File: src/rtl/core/fplc_pkg.sv
// shared types, constants and helpers for the front panel lamp controller
package fplc_pkg;

    localparam int ADDRESS_COUNT = 512;
    localparam int ADDR_W        = $clog2(ADDRESS_COUNT + 1);
    localparam int CFG_IDX_W     = 3;
    localparam int CFG_DATA_W    = 32;
    localparam int MS_W          = 32;
    localparam int PERIOD_W      = 16;
    localparam int ADDR_OUT_W    = 10;

    typedef enum logic [CFG_IDX_W-1:0] {
        CFG_LONG_PRESS    = 3'd0,
        CFG_REPEAT        = 3'd1,
        CFG_ADDR_BLINK    = 3'd2,
        CFG_SAVE_BLINK    = 3'd3,
        CFG_DOT_STEP      = 3'd4,
        CFG_COOLDOWN      = 3'd5,
        CFG_START_ADDRESS = 3'd6,
        CFG_START_COLD    = 3'd7
    } cfg_index_t;

    typedef enum logic [1:0] {
        MENU_ADDRESS = 2'd1,
        MENU_LAMP    = 2'd2
    } menu_t;

    localparam logic [3:0] KEYS_RELEASED    = 4'hF;
    localparam logic [3:0] DOTS_START       = 4'h2;
    localparam logic [3:0] DOTS_ALL         = 4'hF;
    localparam logic [3:0] DOTS_NONE        = 4'h0;
    localparam logic [3:0] DOT_LEFT_END     = 4'h8;
    localparam logic [3:0] DOT_RIGHT_END    = 4'h1;
    localparam logic [3:0] SAVE_BLINK_COUNT = 4'd10;

    localparam logic [PERIOD_W-1:0] LONG_PRESS_RESET  = 16'd1000;
    localparam logic [PERIOD_W-1:0] REPEAT_RESET      = 16'd50;
    localparam logic [PERIOD_W-1:0] ADDR_BLINK_RESET  = 16'd350;
    localparam logic [PERIOD_W-1:0] SAVE_BLINK_RESET  = 16'd100;
    localparam logic [PERIOD_W-1:0] DOT_STEP_RESET    = 16'd100;
    localparam logic [MS_W-1:0]     COOLDOWN_RESET    = 32'd300000;
    localparam logic                START_COLD_RESET  = 1'b0;
    localparam logic [PERIOD_W-1:0] START_ADDR_RESET  = 16'd1;

    typedef struct packed {
        logic [PERIOD_W-1:0] long_press_ms;
        logic [PERIOD_W-1:0] repeat_ms;
        logic [PERIOD_W-1:0] address_blink_ms;
        logic [PERIOD_W-1:0] save_blink_ms;
        logic [PERIOD_W-1:0] dot_step_ms;
        logic [MS_W-1:0]     cooldown_ms;
    } timing_cfg_t;

    typedef struct packed {
        logic                addr_load;
        logic [PERIOD_W-1:0] addr_value;
        logic                cold_load;
        logic                cold_value;
    } start_load_t;

    typedef struct packed {
        logic up_edge;
        logic down_edge;
        logic enter_edge;
        logic mode_edge;
        logic up_long;
        logic down_long;
        logic enter_long;
        logic enter_released;
    } key_events_t;

    typedef struct packed {
        logic [1:0]            menu_item;
        logic                  in_submenu;
        logic                  lamp_choice;
        logic [ADDR_OUT_W-1:0] address_value;
        logic                  address_blank;
        logic                  display_on;
        logic                  store_address;
    } menu_result_t;

    typedef struct packed {
        logic [3:0] dot_pattern;
        logic       relay_on;
        logic       lamp_cold;
        logic       store_cold_flag;
    } lamp_result_t;

    function automatic logic elapsed(input logic [MS_W-1:0] now,
                                     input logic [MS_W-1:0] mark,
                                     input logic [MS_W-1:0] period);
        logic [MS_W-1:0] diff;
        diff = now - mark;
        return diff >= period;
    endfunction

    function automatic logic [ADDR_W-1:0] wrap_start(input logic [PERIOD_W-1:0] value);
        logic [ADDR_W-1:0] result;
        if (value == '0) begin
            result = ADDR_W'(ADDRESS_COUNT);
        end else if (value > PERIOD_W'(ADDRESS_COUNT)) begin
            result = ADDR_W'(1);
        end else begin
            result = value[ADDR_W-1:0];
        end
        return result;
    endfunction

endpackage

File: src/rtl/core/fplc_keys.sv
// key edge and long press detection
module fplc_keys import fplc_pkg::*; (
    input  logic                aclk,
    input  logic                aresetn,
    input  logic                step,
    input  logic [MS_W-1:0]     now,
    input  logic [3:0]          keys,
    input  logic [PERIOD_W-1:0] long_press_ms,
    output key_events_t         events
);

    logic [3:0]      last_keys_reg, last_keys_next;
    logic [MS_W-1:0] hold_start_reg, hold_start_next;
    logic [3:0]      edges;
    logic            held_edge;
    logic            one_held;
    logic [MS_W-1:0] hold_base;
    logic            is_long;

    assign edges = (keys ^ last_keys_reg) & ~keys;

    always_comb begin
        one_held  = 1'b1;
        held_edge = 1'b0;
        case (keys[2:0])
            3'b011: held_edge = edges[2];
            3'b110: held_edge = edges[0];
            3'b101: held_edge = edges[1];
            default: one_held = 1'b0;
        endcase
        hold_base       = held_edge ? now : hold_start_reg;
        is_long         = one_held && elapsed(now, hold_base, MS_W'(long_press_ms));
        hold_start_next = one_held ? hold_base : hold_start_reg;
        last_keys_next  = keys;
    end

    always_comb begin
        events.up_edge        = edges[0];
        events.down_edge      = edges[1];
        events.enter_edge     = edges[2];
        events.mode_edge      = edges[3];
        events.enter_long     = is_long && !keys[2];
        events.up_long        = is_long && keys[2] && !keys[0];
        events.down_long      = is_long && keys[2] && keys[0];
        events.enter_released = keys[2];
    end

    always_ff @(posedge aclk) begin
        if (!aresetn) begin
            last_keys_reg  <= KEYS_RELEASED;
            hold_start_reg <= '0;
        end else if (step) begin
            last_keys_reg  <= last_keys_next;
            hold_start_reg <= hold_start_next;
        end
    end

endmodule

File: src/rtl/core/fplc_menu.sv
// menu navigation, address editor and commit blink
module fplc_menu import fplc_pkg::*; (
    input  logic            aclk,
    input  logic            aresetn,
    input  logic            step,
    input  logic [MS_W-1:0] now,
    input  key_events_t     events,
    input  timing_cfg_t     timing,
    input  start_load_t     start_load,
    output logic            lamp_request,
    output menu_result_t    result
);

    menu_t             menu_reg, menu_next;
    logic              edit_reg, edit_next;
    logic              choice_reg, choice_next;
    logic [ADDR_W-1:0] addr_reg, addr_next;
    logic              blank_reg, blank_next;
    logic [MS_W-1:0]   blink_mark_reg, blink_mark_next;
    logic [MS_W-1:0]   repeat_mark_reg, repeat_mark_next;
    logic [MS_W-1:0]   save_mark_reg, save_mark_next;
    logic              save_pending_reg, save_pending_next;
    logic              save_done_reg, save_done_next;
    logic [3:0]        save_blinks_reg, save_blinks_next;
    logic              enable_reg, enable_next;
    logic              lamp_req_reg, lamp_req_next;

    logic              repeat_due;
    logic              rep_up, rep_down;
    logic [1:0]        n_inc, n_dec, addr_delta;
    logic [ADDR_W:0]   addr_up;
    logic              pending_mid;
    logic              store_addr;
    logic [ADDR_W+ADDR_OUT_W-1:0] addr_ext;

    always_comb begin
        menu_next        = menu_reg;
        edit_next        = edit_reg;
        choice_next      = choice_reg;
        addr_next        = addr_reg;
        blank_next       = blank_reg;
        blink_mark_next  = blink_mark_reg;
        repeat_mark_next = repeat_mark_reg;
        save_mark_next   = save_mark_reg;
        save_done_next   = save_done_reg;
        save_blinks_next = save_blinks_reg;
        enable_next      = enable_reg;
        lamp_req_next    = lamp_req_reg;
        store_addr       = 1'b0;
        n_inc            = 2'd0;
        n_dec            = 2'd0;
        addr_delta       = 2'd0;
        addr_up          = '0;

        repeat_due = elapsed(now, repeat_mark_reg, MS_W'(timing.repeat_ms));
        rep_up     = events.up_long && repeat_due;
        rep_down   = events.down_long && repeat_due;

        case (menu_reg)
            MENU_ADDRESS: begin
                if (edit_reg) begin
                    if (events.mode_edge) begin
                        edit_next = 1'b0;
                    end
                    if (elapsed(now, blink_mark_reg, MS_W'(timing.address_blink_ms))) begin
                        blink_mark_next = now;
                        blank_next      = ~blank_reg;
                    end
                    if (rep_up || rep_down) begin
                        repeat_mark_next = now;
                    end
                    n_inc = {1'b0, events.up_edge} + {1'b0, rep_up};
                    n_dec = {1'b0, events.down_edge} + {1'b0, rep_down};
                end else begin
                    if (events.enter_edge) begin
                        edit_next = 1'b1;
                    end
                    if (events.up_edge && !events.down_edge) begin
                        menu_next = MENU_ADDRESS;
                    end else if (events.down_edge && !events.up_edge) begin
                        menu_next = MENU_LAMP;
                    end
                    blank_next = 1'b0;
                end
            end
            MENU_LAMP: begin
                if (edit_reg) begin
                    if (events.mode_edge) begin
                        edit_next = 1'b0;
                    end
                    if (events.up_edge && !events.down_edge) begin
                        choice_next = 1'b0;
                    end else if (events.down_edge && !events.up_edge) begin
                        choice_next = 1'b1;
                    end
                end else begin
                    if (events.enter_edge) begin
                        edit_next = 1'b1;
                    end
                    if (events.up_edge && !events.down_edge) begin
                        menu_next = MENU_ADDRESS;
                    end else if (events.down_edge && !events.up_edge) begin
                        menu_next = MENU_LAMP;
                    end
                end
            end
            default: ;
        endcase

        if (n_inc > n_dec) begin
            addr_delta = n_inc - n_dec;
            addr_up    = {1'b0, addr_reg} + (ADDR_W+1)'(addr_delta);
            addr_next  = (addr_up > (ADDR_W+1)'(ADDRESS_COUNT)) ? ADDR_W'(1)
                                                                 : addr_up[ADDR_W-1:0];
        end else if (n_dec > n_inc) begin
            addr_delta = n_dec - n_inc;
            addr_next  = (addr_reg <= ADDR_W'(addr_delta)) ? ADDR_W'(ADDRESS_COUNT)
                                                           : addr_reg - ADDR_W'(addr_delta);
        end

        pending_mid = save_pending_reg | (edit_next & events.enter_long);
        if (pending_mid && !save_done_reg) begin
            save_done_next = 1'b1;
            if (menu_next == MENU_LAMP) begin
                lamp_req_next = (choice_next == 1'b0);
            end else begin
                store_addr = 1'b1;
            end
        end
        if (pending_mid && (save_blinks_reg < SAVE_BLINK_COUNT)) begin
            if (elapsed(now, save_mark_reg, MS_W'(timing.save_blink_ms))) begin
                save_mark_next   = now;
                enable_next      = ~enable_reg;
                save_blinks_next = save_blinks_reg + 4'd1;
            end
        end else begin
            enable_next = 1'b1;
        end
        save_pending_next = pending_mid;
        if (events.enter_released) begin
            save_blinks_next  = 4'd0;
            save_pending_next = 1'b0;
            save_done_next    = 1'b0;
        end
    end

    assign addr_ext     = {{ADDR_OUT_W{1'b0}}, addr_next};
    assign lamp_request = lamp_req_next;

    always_comb begin
        result.menu_item     = menu_next;
        result.in_submenu    = edit_next;
        result.lamp_choice   = choice_next;
        result.address_value = addr_ext[ADDR_OUT_W-1:0];
        result.address_blank = (menu_next == MENU_ADDRESS) && blank_next;
        result.display_on    = enable_next;
        result.store_address = store_addr;
    end

    always_ff @(posedge aclk) begin
        if (!aresetn) begin
            menu_reg         <= MENU_ADDRESS;
            edit_reg         <= 1'b0;
            choice_reg       <= 1'b0;
            addr_reg         <= wrap_start(START_ADDR_RESET);
            blank_reg        <= 1'b0;
            blink_mark_reg   <= '0;
            repeat_mark_reg  <= '0;
            save_mark_reg    <= '0;
            save_pending_reg <= 1'b0;
            save_done_reg    <= 1'b0;
            save_blinks_reg  <= 4'd0;
            enable_reg       <= 1'b1;
            lamp_req_reg     <= 1'b0;
        end else begin
            if (step) begin
                menu_reg         <= menu_next;
                edit_reg         <= edit_next;
                choice_reg       <= choice_next;
                addr_reg         <= addr_next;
                blank_reg        <= blank_next;
                blink_mark_reg   <= blink_mark_next;
                repeat_mark_reg  <= repeat_mark_next;
                save_mark_reg    <= save_mark_next;
                save_pending_reg <= save_pending_next;
                save_done_reg    <= save_done_next;
                save_blinks_reg  <= save_blinks_next;
                enable_reg       <= enable_next;
                lamp_req_reg     <= lamp_req_next;
            end
            if (start_load.addr_load) begin
                addr_reg <= wrap_start(start_load.addr_value);
            end
        end
    end

endmodule

File: src/rtl/core/fplc_lamp.sv
// lamp relay, cooldown timer and dot animation
module fplc_lamp import fplc_pkg::*; (
    input  logic            aclk,
    input  logic            aresetn,
    input  logic            step,
    input  logic [MS_W-1:0] now,
    input  logic            lamp_request,
    input  timing_cfg_t     timing,
    input  start_load_t     start_load,
    output lamp_result_t    result
);

    logic            cold_reg, cold_next;
    logic            cooling_reg, cooling_next;
    logic [MS_W-1:0] cool_mark_reg, cool_mark_next;
    logic [MS_W-1:0] dot_mark_reg, dot_mark_next;
    logic [3:0]      dots_reg, dots_next;
    logic            dir_reg, dir_next;
    logic [3:0]      shown_reg, shown_next;
    logic            dirty_reg, dirty_next;
    logic            relay_reg, relay_next;
    logic            store_cold;
    logic            dir_step;

    assign dir_step = dir_reg ^ ((dots_reg == DOT_RIGHT_END) || (dots_reg == DOT_LEFT_END));

    always_comb begin
        cold_next      = cold_reg;
        cooling_next   = cooling_reg;
        cool_mark_next = cool_mark_reg;
        dot_mark_next  = dot_mark_reg;
        dots_next      = dots_reg;
        dir_next       = dir_reg;
        shown_next     = shown_reg;
        dirty_next     = dirty_reg;
        relay_next     = relay_reg;
        store_cold     = 1'b0;

        if (lamp_request && cooling_reg) begin
            if (elapsed(now, dot_mark_reg, MS_W'(timing.dot_step_ms))) begin
                dot_mark_next = now;
                dir_next      = dir_step;
                dots_next     = dir_step ? {dots_reg[2:0], 1'b0} : {1'b0, dots_reg[3:1]};
            end
            shown_next = dots_next;
            dirty_next = 1'b1;
        end else if (dirty_reg) begin
            dirty_next = 1'b0;
            shown_next = DOTS_NONE;
        end

        if (lamp_request && cold_reg) begin
            cold_next  = 1'b0;
            relay_next = 1'b1;
            store_cold = 1'b1;
            shown_next = DOTS_ALL;
        end else if (!lamp_request && !cold_reg && !cooling_reg) begin
            relay_next     = 1'b0;
            cool_mark_next = now;
            cooling_next   = 1'b1;
            shown_next     = DOTS_NONE;
        end

        if (cooling_next && elapsed(now, cool_mark_next, timing.cooldown_ms)) begin
            cold_next    = 1'b1;
            store_cold   = 1'b1;
            cooling_next = 1'b0;
        end
    end

    always_comb begin
        result.dot_pattern     = shown_next;
        result.relay_on        = relay_next;
        result.lamp_cold       = cold_next;
        result.store_cold_flag = store_cold;
    end

    always_ff @(posedge aclk) begin
        if (!aresetn) begin
            cold_reg      <= START_COLD_RESET;
            cooling_reg   <= 1'b0;
            cool_mark_reg <= '0;
            dot_mark_reg  <= '0;
            dots_reg      <= DOTS_START;
            dir_reg       <= 1'b1;
            shown_reg     <= DOTS_NONE;
            dirty_reg     <= 1'b0;
            relay_reg     <= 1'b0;
        end else begin
            if (step) begin
                cold_reg      <= cold_next;
                cooling_reg   <= cooling_next;
                cool_mark_reg <= cool_mark_next;
                dot_mark_reg  <= dot_mark_next;
                dots_reg      <= dots_next;
                dir_reg       <= dir_next;
                shown_reg     <= shown_next;
                dirty_reg     <= dirty_next;
                relay_reg     <= relay_next;
            end
            if (start_load.cold_load) begin
                cold_reg <= start_load.cold_value;
            end
        end
    end

endmodule

File: src/rtl/core/front_panel_lamp_controller_top.sv
// front panel lamp controller top level: channel registers and configuration
// One tick transaction enters per clock while the pipeline is not stalled: the
// tick is captured in an input register, all key, menu and lamp updates are
// evaluated combinationally from that register, and the result lands in an
// output register that holds while the downstream side stalls, so the input
// side keeps taking a new tick every cycle as long as the result register
// drains. Configuration writes are registered; writing the start address or
// start cold flag also loads the live address or cold flag.
module front_panel_lamp_controller_top import fplc_pkg::*; (
    input  logic                  aclk,
    input  logic                  aresetn,
    input  logic                  s_valid,
    output logic                  s_ready,
    input  logic [MS_W-1:0]       s_time_ms,
    input  logic                  s_key_up,
    input  logic                  s_key_down,
    input  logic                  s_key_enter,
    input  logic                  s_key_mode,
    output logic                  m_valid,
    input  logic                  m_ready,
    output logic [1:0]            m_menu_item,
    output logic                  m_in_submenu,
    output logic                  m_lamp_choice,
    output logic [ADDR_OUT_W-1:0] m_address_value,
    output logic                  m_address_blank,
    output logic                  m_display_on,
    output logic [3:0]            m_dot_pattern,
    output logic                  m_relay_on,
    output logic                  m_lamp_cold,
    output logic                  m_store_address,
    output logic                  m_store_cold_flag,
    input  logic                  cfg_wr_en,
    input  logic [CFG_IDX_W-1:0]  cfg_index,
    input  logic [CFG_DATA_W-1:0] cfg_wdata
);

    logic            in_valid_reg, in_valid_next;
    logic [MS_W-1:0] time_reg;
    logic [3:0]      keys_reg;
    logic            out_valid_reg, out_valid_next;
    menu_result_t    menu_res_reg;
    lamp_result_t    lamp_res_reg;
    timing_cfg_t     timing_reg;

    logic            advance;
    logic            in_take;
    cfg_index_t      cfg_sel;
    start_load_t     start_load;
    key_events_t     events;
    logic            lamp_request;
    menu_result_t    menu_res;
    lamp_result_t    lamp_res;

    assign advance        = in_valid_reg && (!out_valid_reg || m_ready);
    assign s_ready        = !in_valid_reg || advance;
    assign in_take        = s_valid && s_ready;
    assign in_valid_next  = in_take || (in_valid_reg && !advance);
    assign out_valid_next = advance || (out_valid_reg && !m_ready);
    assign cfg_sel        = cfg_index_t'(cfg_index);

    always_comb begin
        start_load.addr_load  = 1'b0;
        start_load.addr_value = cfg_wdata[PERIOD_W-1:0];
        start_load.cold_load  = 1'b0;
        start_load.cold_value = cfg_wdata[0];
        if (cfg_wr_en) begin
            unique case (cfg_sel)
                CFG_START_ADDRESS: start_load.addr_load = 1'b1;
                CFG_START_COLD:    start_load.cold_load = 1'b1;
                default: ;
            endcase
        end
    end

    always_ff @(posedge aclk) begin
        if (!aresetn) begin
            in_valid_reg  <= 1'b0;
            out_valid_reg <= 1'b0;
            timing_reg.long_press_ms    <= LONG_PRESS_RESET;
            timing_reg.repeat_ms        <= REPEAT_RESET;
            timing_reg.address_blink_ms <= ADDR_BLINK_RESET;
            timing_reg.save_blink_ms    <= SAVE_BLINK_RESET;
            timing_reg.dot_step_ms      <= DOT_STEP_RESET;
            timing_reg.cooldown_ms      <= COOLDOWN_RESET;
        end else begin
            in_valid_reg  <= in_valid_next;
            out_valid_reg <= out_valid_next;
            if (cfg_wr_en) begin
                unique case (cfg_sel)
                    CFG_LONG_PRESS: timing_reg.long_press_ms    <= cfg_wdata[PERIOD_W-1:0];
                    CFG_REPEAT:     timing_reg.repeat_ms        <= cfg_wdata[PERIOD_W-1:0];
                    CFG_ADDR_BLINK: timing_reg.address_blink_ms <= cfg_wdata[PERIOD_W-1:0];
                    CFG_SAVE_BLINK: timing_reg.save_blink_ms    <= cfg_wdata[PERIOD_W-1:0];
                    CFG_DOT_STEP:   timing_reg.dot_step_ms      <= cfg_wdata[PERIOD_W-1:0];
                    CFG_COOLDOWN:   timing_reg.cooldown_ms      <= cfg_wdata[MS_W-1:0];
                    default: ;
                endcase
            end
        end
    end

    always_ff @(posedge aclk) begin
        if (in_take) begin
            time_reg <= s_time_ms;
            keys_reg <= {s_key_mode, s_key_enter, s_key_down, s_key_up};
        end
        if (advance) begin
            menu_res_reg <= menu_res;
            lamp_res_reg <= lamp_res;
        end
    end

    fplc_keys u_keys (
        .aclk          (aclk),
        .aresetn       (aresetn),
        .step          (advance),
        .now           (time_reg),
        .keys          (keys_reg),
        .long_press_ms (timing_reg.long_press_ms),
        .events        (events)
    );

    fplc_menu u_menu (
        .aclk         (aclk),
        .aresetn      (aresetn),
        .step         (advance),
        .now          (time_reg),
        .events       (events),
        .timing       (timing_reg),
        .start_load   (start_load),
        .lamp_request (lamp_request),
        .result       (menu_res)
    );

    fplc_lamp u_lamp (
        .aclk         (aclk),
        .aresetn      (aresetn),
        .step         (advance),
        .now          (time_reg),
        .lamp_request (lamp_request),
        .timing       (timing_reg),
        .start_load   (start_load),
        .result       (lamp_res)
    );

    assign m_valid           = out_valid_reg;
    assign m_menu_item       = menu_res_reg.menu_item;
    assign m_in_submenu      = menu_res_reg.in_submenu;
    assign m_lamp_choice     = menu_res_reg.lamp_choice;
    assign m_address_value   = menu_res_reg.address_value;
    assign m_address_blank   = menu_res_reg.address_blank;
    assign m_display_on      = menu_res_reg.display_on;
    assign m_store_address   = menu_res_reg.store_address;
    assign m_dot_pattern     = lamp_res_reg.dot_pattern;
    assign m_relay_on        = lamp_res_reg.relay_on;
    assign m_lamp_cold       = lamp_res_reg.lamp_cold;
    assign m_store_cold_flag = lamp_res_reg.store_cold_flag;

endmodule

File: config.mk
export PLATFORM = sky130hd
export DESIGN_NAME = front_panel_lamp_controller_top
export DESIGN_NICKNAME = d
export VERILOG_FILES = /design/src/rtl/core/fplc_pkg.sv /design/src/rtl/core/fplc_keys.sv /design/src/rtl/core/fplc_menu.sv /design/src/rtl/core/fplc_lamp.sv /design/src/rtl/core/front_panel_lamp_controller_top.sv
export SDC_FILE = /design/constraint.sdc
export NUM_CORES = 1
export LEC_CHECK = 0
export ABC_AREA = 1
export ABC_CLOCK_PERIOD_IN_PS = 15500
export BUFFER_PORTS_ARGS = -buffer_cell sky130_fd_sc_hd__buf_2
export CAP_MARGIN = 40
export CELL_PAD_IN_SITES_DETAIL_PLACEMENT = 1
export CELL_PAD_IN_SITES_GLOBAL_PLACEMENT = 1
export CORE_UTILIZATION = 50
export DETAILED_ROUTE_END_ITERATION = 6
export PLACE_DENSITY = 0.95
export REMOVE_ABC_BUFFERS = 1
export SLEW_MARGIN = 0
export SYNTH_ARGS = -nofsm -noshare
export SYNTH_HDL_FRONTEND = slang
export SYNTH_SLANG_ARGS = --single-unit
File: constraint.sdc
create_clock -name aclk -period 15.5 [get_ports aclk]
set_clock_uncertainty 0.1 [all_clocks]
set_input_delay 3.875 -clock aclk [delete_from_list [all_inputs] [get_ports aclk]]
set_output_delay 3.875 -clock aclk [all_outputs]
set_load 0.02 [all_outputs]
==> results.txt, run 1 <==
- The flow ran to the end, and the final reports show no timing, DRC or antenna violations.
- In this run switching power makes up 37.83% of total power.
- Critical path fanouts, max: 68
- Register area share after synthesis: 30.71%
- Path type of the worst min-delay path: reg -> reg
- At the end of the flow, the number of nets in the layout was approximately 4.4k.
- In this run, synthesis produced a sequential element count of 406.
- Static timing analysis puts the maximum clock frequency at roughly 89 MHz.
- After synthesis, the mean cell area works out to 7.202 µm².
* Cell area power density: between 100 and 150 nW/µm²
- Worst endpoint data arrival time: 11,710 ps
- Worst setup slack for register-to-register paths: 4220 ps
- The clock tree synthesis step divided the H-tree into 2 levels.
- Cells fill a little under three fifths of the core in the end.
- The area growth from synthesis to layout is 10.35%.
- Total Die Area: 57,810 µm²
- Flip-flop count of the largest register after layout: 112
- Critical Path Slowest Stage Cell: o21ai_0
- Detailed router's first-iteration violation count: 2,092
* Post-CTS Setup Bufs: 0
* Antenna violations before repair: 3
* Critical path buffers and inverters: 5
- Leaving out fill and tap cells, the most frequent cells in the layout are nand2_1, inv_1, a21oi_1, o21ai_0, dfxtp_1.
- At the end of routability-driven placement, the weighted congestion stood at 0.9457.
* Boundary pin count: 102
- The first global-routing pass estimated 175,000 µm of wire.
- Tot Pwr: 3.518 mW
- Headroom to the max-slew limit came out at 39.41%.
- Sum of overflow across all layers after global routing: 0
- Total via count after detailed routing: 29.93k
- Once the floorplan was initialized, standard cells occupied 50.51% of the core.
- Std-Cell Core Area: 56,280 µm²
- In the final routed layout, each cell accounts on average for ~23 µm.
- Remaining DRCs: 0
- Part of the total power dissipated in sequential elements: around a third
- Site row count: 87
- Post-synth EDFFs: 60
* Maximum ir drop on the vdd rail: 0.1102 mV
- TritonCTS clock tree: yes
* Slowest Stage Delay on Critical Path: 610 ps
* Sink Count: 406
- Final wirelength: 112,800 µm
* Final hold vios: 0
* Vias in the first global route: between 30k and 40k
- The count of buffers added on input and output ports is 101.
* Count of max-cap constraint violations: 0
- DP Cell Count: roughly 4.7k
- Among all flip-flop cells after synthesis, the most frequent one is dfxtp_1.
- The post-route netlist has 8.022% of its cells at a drive strength greater than 1.
- After clock tree synthesis, the repair step resized 0 gates.
- TritonCTS created 46 clock buffers.
* Most common library cell in the layout ignoring fill and taps: nand2_1
- Number of instances in the synthesized netlist: 3,947
- Count of endpoints failing setup in the final report: 0
- Setup TNS Final: 0 ps
- Clock network fraction of design power: 33.9%
- The cell family contributing the most delay on the critical path is simple AND/OR/NAND/NOR gates.
- For this run, the number of Yosys warnings is 0.
- Vias per cell: 6.201
- Class of the most critical setup path: reg -> reg
- Antenna Nets Post-Route: 0
* Required time worst endpoint: 15,930 ps
* Synthesized cell area: 28,430 µm²
- Internal power comes to 2.187 mW.
* Part of the cycle the worst path needs: between 70% and 80%
* Die extent in y: between 200 and 250 µm
* Async set-reset flop share out of synthesis: 0%
* Worst-skew pair later-pin latency: 640 ps
- Pre-CTS WS: 5021 ps
- Number of detailed-routing iterations run before antenna repair: 5
- Once detailed placement completed, the half-perimeter wirelength came to approximately 71,000 µm.
- Root cell of the clock tree: clkbuf_16
* PnR worst setup slack: between 4000 and 5000 ps
- Switching power summed over all nets: 1.331 mW
* Critical Path Source Type: flop
- Static power due to leakage: 13.85 nW
- Width of the die: 240.4 µm
- Entering global routing, the biggest net connects 133 pins.
- Setup repair after global routing left no endpoint under its margin.
- Hold-fix buffers at CTS: 0
- Pin slew with the least headroom to its limit: 908.9 ps
- Sort of element at the end of the critical path: flop
* Part of the power in combinational logic: around a third
* Most frequent CP cell: nand2_1
* Clock buffer depth: 3
* Post-layout instance count excluding filler cells: 4,827
- Fill cell total of the finished layout: 7,191
- The count of pins over their slew limit was 0.
- Counting distinct cell types in the post-synthesis netlist gives 68.
* Final critical delay including setup and external delays: about 11,000 ps
- Global routing used approximately two fifths of the available tracks.
* Clock slew at reported path FFs: 60 ps
[layer usage]
layer / share of wire, % / vias to the layer above / GRT usage [%] / wire (µm)
li1: - / 13398 / - / -
met1: 38 / 14606 / 42.53 / 42520
met2: 48 / 1364 / 66.40 / 54460
met3: 7.0 / 563 / 7.819 / 7952
met4: 7.0 / 0 / 26.11 / 7897
met5: 0 / - / 0 / 0
[final timing paths]
| path | depth (start not counted) | endpoint | startpoint |
|---|---|---|---|
| max | 62 | u_lamp.cold_reg | keys_reg[2] |
| min | 2 | u_lamp.dot_mark_reg[15] | u_lamp.dot_mark_reg[15] |
| max reg2reg | 62 | u_lamp.cold_reg | keys_reg[2] |
| min reg2reg | 2 | u_lamp.dot_mark_reg[15] | u_lamp.dot_mark_reg[15] |
[synth_stat cells (5+ instances only)]
cell type,n,area (µm²)
inv_2,13,48.80
nor3_1,44,220.2
o31ai_1,7,52.55
nand3b_1,5,37.54
a211oi_1,15,112.6
a21o_1,11,82.58
o211ai_1,75,563.0
o21a_1,6,45.04
ha_1,307,3841
clkbuf_1,84,315.3
inv_1,592,2222
nand3_2,12,120.1
nor2_2,8,50.05
o21bai_1,8,60.06
nand4_1,46,287.8
o21ai_1,83,415.4
a31oi_1,15,93.84
a21boi_0,5,37.54
a21oi_1,492,2462
fa_1,10,200.2
buf_2,22,110.1
xor2_1,103,902.1
a21boi_1,14,105.1
dfxtp_1,346,6927
buf_4,9,67.56
a221oi_1,6,52.55
nor2_1,272,1021
a22oi_1,8,60.06
edfxtp_1,60,1802
nand2_2,27,168.9
nand3_1,96,480.5
nor4_1,14,87.58
nand2_1,623,2338
or2_2,7,43.79
o21ai_0,384,1922
xnor2_1,58,508.0
[worst reg2reg max path: cells and delay by family, from the launching register on]
family	cells	cell delay (ps)
compound gates	12	2990
xor+xnor	2	250
flops	1	540
fa+ha+maj	4	1520
buf+inv	5	1460
simple gates	39	4360
[power groups by stage]
stage | logic (mW) | registers [mW] | clock network [mW]
after floorplan | 0.741 | 1.17 | 0
after detailed placement | 1.07 | 1.16 | 0
final | 1.18 | 1.14 | 1.19
after global placement | 1.01 | 1.16 | 0
after CTS | 1.15 | 1.14 | 1.19
after global routing | 1.28 | 1.15 | 1.23
[area by class of cell]
class | count | area [µm²] | area share (%)
clock inverter | 24 | 266.5 | 0.8496
inverter | 608 | 2285 | 7.284
antenna | 7 | 17.52 | 0.05584
sequential | 406 | 8728 | 27.83
clock buffer | 62 | 1304 | 4.156
multi-input combinational | 2813 | 16900 | 53.87
timing repair buffer | 151 | 924.6 | 2.948
tap | 756 | 945.9 | 3.016
[kinds of logic after synthesis]
group,after synthesis,synth area share (%)
AO/OA/AOI/OAI,1160,22.33
AND/OR/NAND/NOR,1174,17.89
multiplexers,1,0.03521
flip-flops,406,30.71
adder cells (fa/ha/maj),317,14.22
XOR/XNOR,161,4.961
buffers and inverters,728,9.855
[per-stage QoR]
stage                     cell area (µm²)  hold slack, ps
final                               31370           361.4
after global routing                31350           386.1
after CTS                           31350           361.2
after detailed placement            29770           349.5
after global placement              29710           337.7
after floorplan                     27910           325.7
Note: power is estimated with default switching activity, not from simulation.
==> run 2, diff against run 1 <==
--- a/config.mk
+++ b/config.mk
@@ -6,14 +6,14 @@
 export NUM_CORES = 1
 export LEC_CHECK = 0
 export ABC_AREA = 1
-export ABC_CLOCK_PERIOD_IN_PS = 15500
+export ABC_CLOCK_PERIOD_IN_PS = 10900
 export BUFFER_PORTS_ARGS = -buffer_cell sky130_fd_sc_hd__buf_2
 export CAP_MARGIN = 40
 export CELL_PAD_IN_SITES_DETAIL_PLACEMENT = 1
 export CELL_PAD_IN_SITES_GLOBAL_PLACEMENT = 1
-export CORE_UTILIZATION = 50
+export CORE_UTILIZATION = 47
 export DETAILED_ROUTE_END_ITERATION = 6
-export PLACE_DENSITY = 0.95
+export PLACE_DENSITY = 0.92
 export REMOVE_ABC_BUFFERS = 1
 export SLEW_MARGIN = 0
 export SYNTH_ARGS = -nofsm -noshare
==> constraint.sdc (replaced) <==
create_clock -name aclk -period 10.9 [get_ports aclk]
set_clock_uncertainty 0.1 [all_clocks]
set_input_delay 2.725 -clock aclk [delete_from_list [all_inputs] [get_ports aclk]]
set_output_delay 2.725 -clock aclk [all_outputs]
set_load 0.02 [all_outputs]
==> run 2 against run 1 <==
Power grew 38%. Die area grew 6.3%. Combinational power grew 32%. Core utilization shrank 2.8 points. Flip-flop and latch count is the same. Critical endpoint unchanged. Final cell count grew 0.19%. Sequential power grew 43%. Cell area grew 0.14%. Global-route usage shrank 6.6 points. Maximum frequency grew 14%. Sequential share of layout area is essentially flat. First-iteration DRC count shrank 33%.
==> results.txt, run 2 (synthesis gave the netlist of run 1 again) <==
- At the end of routability-driven placement, the weighted congestion stood at 0.9250.
- Most frequent CP cell: nand2_1
- Final core utilization: 52.92%
- Highest clock rate: 101.3 MHz
- Global routing consumed, on the met2 layer, 56.78% of the routing resources.
* IO buf count: a little over 100
- Class of the most critical setup path: reg -> reg
* Part of the cycle the worst path needs: 90.60%
- Counting cells, the worst reg-to-reg path comes to 65.
* TritonCTS clock tree: yes
- In the final routed layout, each cell accounts on average for roughly 20 µm.
- DP Area: 29,830 µm²
- DP Cell Count: roughly 4.8k
* Met1 usage in global routing: 36.62%
* Die extent in y: 247.9 µm
- Std-Cell Core Area: 59,350 µm²
- Tot Pwr: slightly below 5 mW
- After routing, the total negative slack on setup checks comes to 0 ps.
* Maximum ir drop on the vdd rail: 0.1454 mV
- Reg area: 8728 µm²
- STA classifies the critical path startpoint as a flop.
* Static power due to leakage: 13.85 nW
- The tree is rooted in a clkbuf_16.
- Share of layout cells above drive strength 1: between 8 and 9%
- Once layout is done, the placed cells without fillers occupy 31,410 µm².
- Number of inserted diodes: 0
* Highest-count cells in the layout ignoring fill and taps: nand2_1, inv_1, a21oi_1, o21ai_0, dfxtp_1
- Clock slew at reported path FFs: ~60 ps
- The layer flagged by global routing as most heavily used is met2.
* Count of endpoints failing setup in the final report: 0
* Detailed router's first-iteration violation count: 1,410
- Final critical delay including setup and external delays: between 9000 and 10,000 ps
* Status: finished clean
- In the final layout, the multi-input gates occupy 16,900 µm².
* Sort of element at the end of the critical path: flop
- The clock net in this run drives a total of around 410 sinks.
- Summed over all layers, the routed wires come to around 100,000 µm.
* Vias per cell: slightly below 6
* Hold Path Depth: 2
- Largest net degree at the start of global routing: 120
- The number of failing hold endpoints at the final stage was 0.
- Pre-CTS WS: 1192 ps
- Pin slew with the least headroom to its limit: 824.9 ps
- Placed wire-length estimate: between 70,000 and 80,000 µm
* Boundary pin count: 102
* Path type of the worst min-delay path: reg -> reg
- After detailed routing, the number of remaining DRC violations is 0.
- Once detail routing completed, the nets flagged for antenna violations numbered 0.
- Hold-fix buffers at CTS: 0
- P&R area growth vs syn: 10.51%
* Most common library cell in the layout ignoring fill and taps: nand2_1
- The tool flagged a number of max-cap violations equal to 0.
- Vias in the first global route: 30.16k
- Fill cell total of the finished layout: 7,598
- Along the worst path, the maximum fanout reaches 16.
- The die covers about 60,000 µm².
- The first TritonRoute pass finished after 5 iterations.
* Width of the die: about 250 µm
- In this design, the stage delay of the slowest critical-path cell is 540 ps.
* Clock buffer depth: 3
* GR Layer Usage met3: 5.169%
- Sum of overflow across all layers after global routing: 0
* Global-route wire length before repair: 156,400 µm
- RSZ-0062 raised after global routing: false
- Hold timing on the final database bottoms out at a slack of 357.8 ps.
* Flip-flop count of the largest register after layout: approximately 110
- H-Tree Level Count: 2
- The floorplan has a little under 90 rows.
- Final-stage net count: between 4k and 5k
- The number of antenna violations at the first check in global routing came to 1.
- In this run, CTS created clock tree buffers numbering between 40 and 50.
- The clock reaches the later pin of the worst-skew pair after approximately 600 ps.
- Relative max-transition margin: 44.68%
- Data on the critical path is required at its endpoint by 11,250 ps.
- Critical Path Slowest Stage Cell: edfxtp_1
- The count of cells in the finished layout, fillers not included, comes to about 4.8k.
- Data arrives at the worst endpoint at 10,230 ps.
- Initial standard-cell utilization of the core: between 40 and 50%
- Once routing completed, OpenROAD measured the worst setup slack at 1025 ps.
- Final-report max-slew violation count: 0
* Cell area power density: 154.6 nW/µm²
* GRT Total Usage: between 30% and 40%
- Total via count after detailed routing: 28.30k
[run 2: what timing repair did]
item,in CTS,in global routing
setup buffers,0,1
gates resized for setup,0,2
setup endpoints to repair,0,2
[run 2: cell type report]
cell class | count | share of cell area, %
Multi-Input combinational cell | 2813 | 53.80
Sequential cell | 406 | 27.79
Inverter | 608 | 7.277
Clock buffer | 61 | 4.103
Tap cell | 773 | 3.079
Timing Repair Buffer | 153 | 3.039
Clock inverter | 22 | 0.9201
[run 2: report_power, final]
part	leakage, nW	internal, mW	switching, mW
clock	0.764	0.977	0.690
sequential	3.39	1.59	0.0394
combinational	9.70	0.549	1.01
[run 2: worst paths after layout]
path	startpoint	end	slack (ps)
min	u_lamp.dot_mark_reg[20]	u_lamp.dot_mark_reg[20]	360
min reg2reg	u_lamp.dot_mark_reg[20]	u_lamp.dot_mark_reg[20]	360
max	keys_reg[2]	u_lamp.cold_reg	1020
max reg2reg	keys_reg[2]	u_lamp.cold_reg	1020
[run 2: worst max-delay path, delay by kind of cell, from the launching register on]
kind                       cells  cell delay (ps)
xor gates and xnor gates       2              340
adders and majority gates      4             1320
buffers and inverters          2              430
DFF                            1              540
AOI/OAI and AO/OA             15             2620
and+or+nand+nor               42             4390
[run 2: per-layer routing]
metal  part of all wire, %  up-vias
li1                      -    13410
met1                    41    13866
met2                    49      718
met3                   5.1      306
met4                   5.1        2
met5                 0.013        -
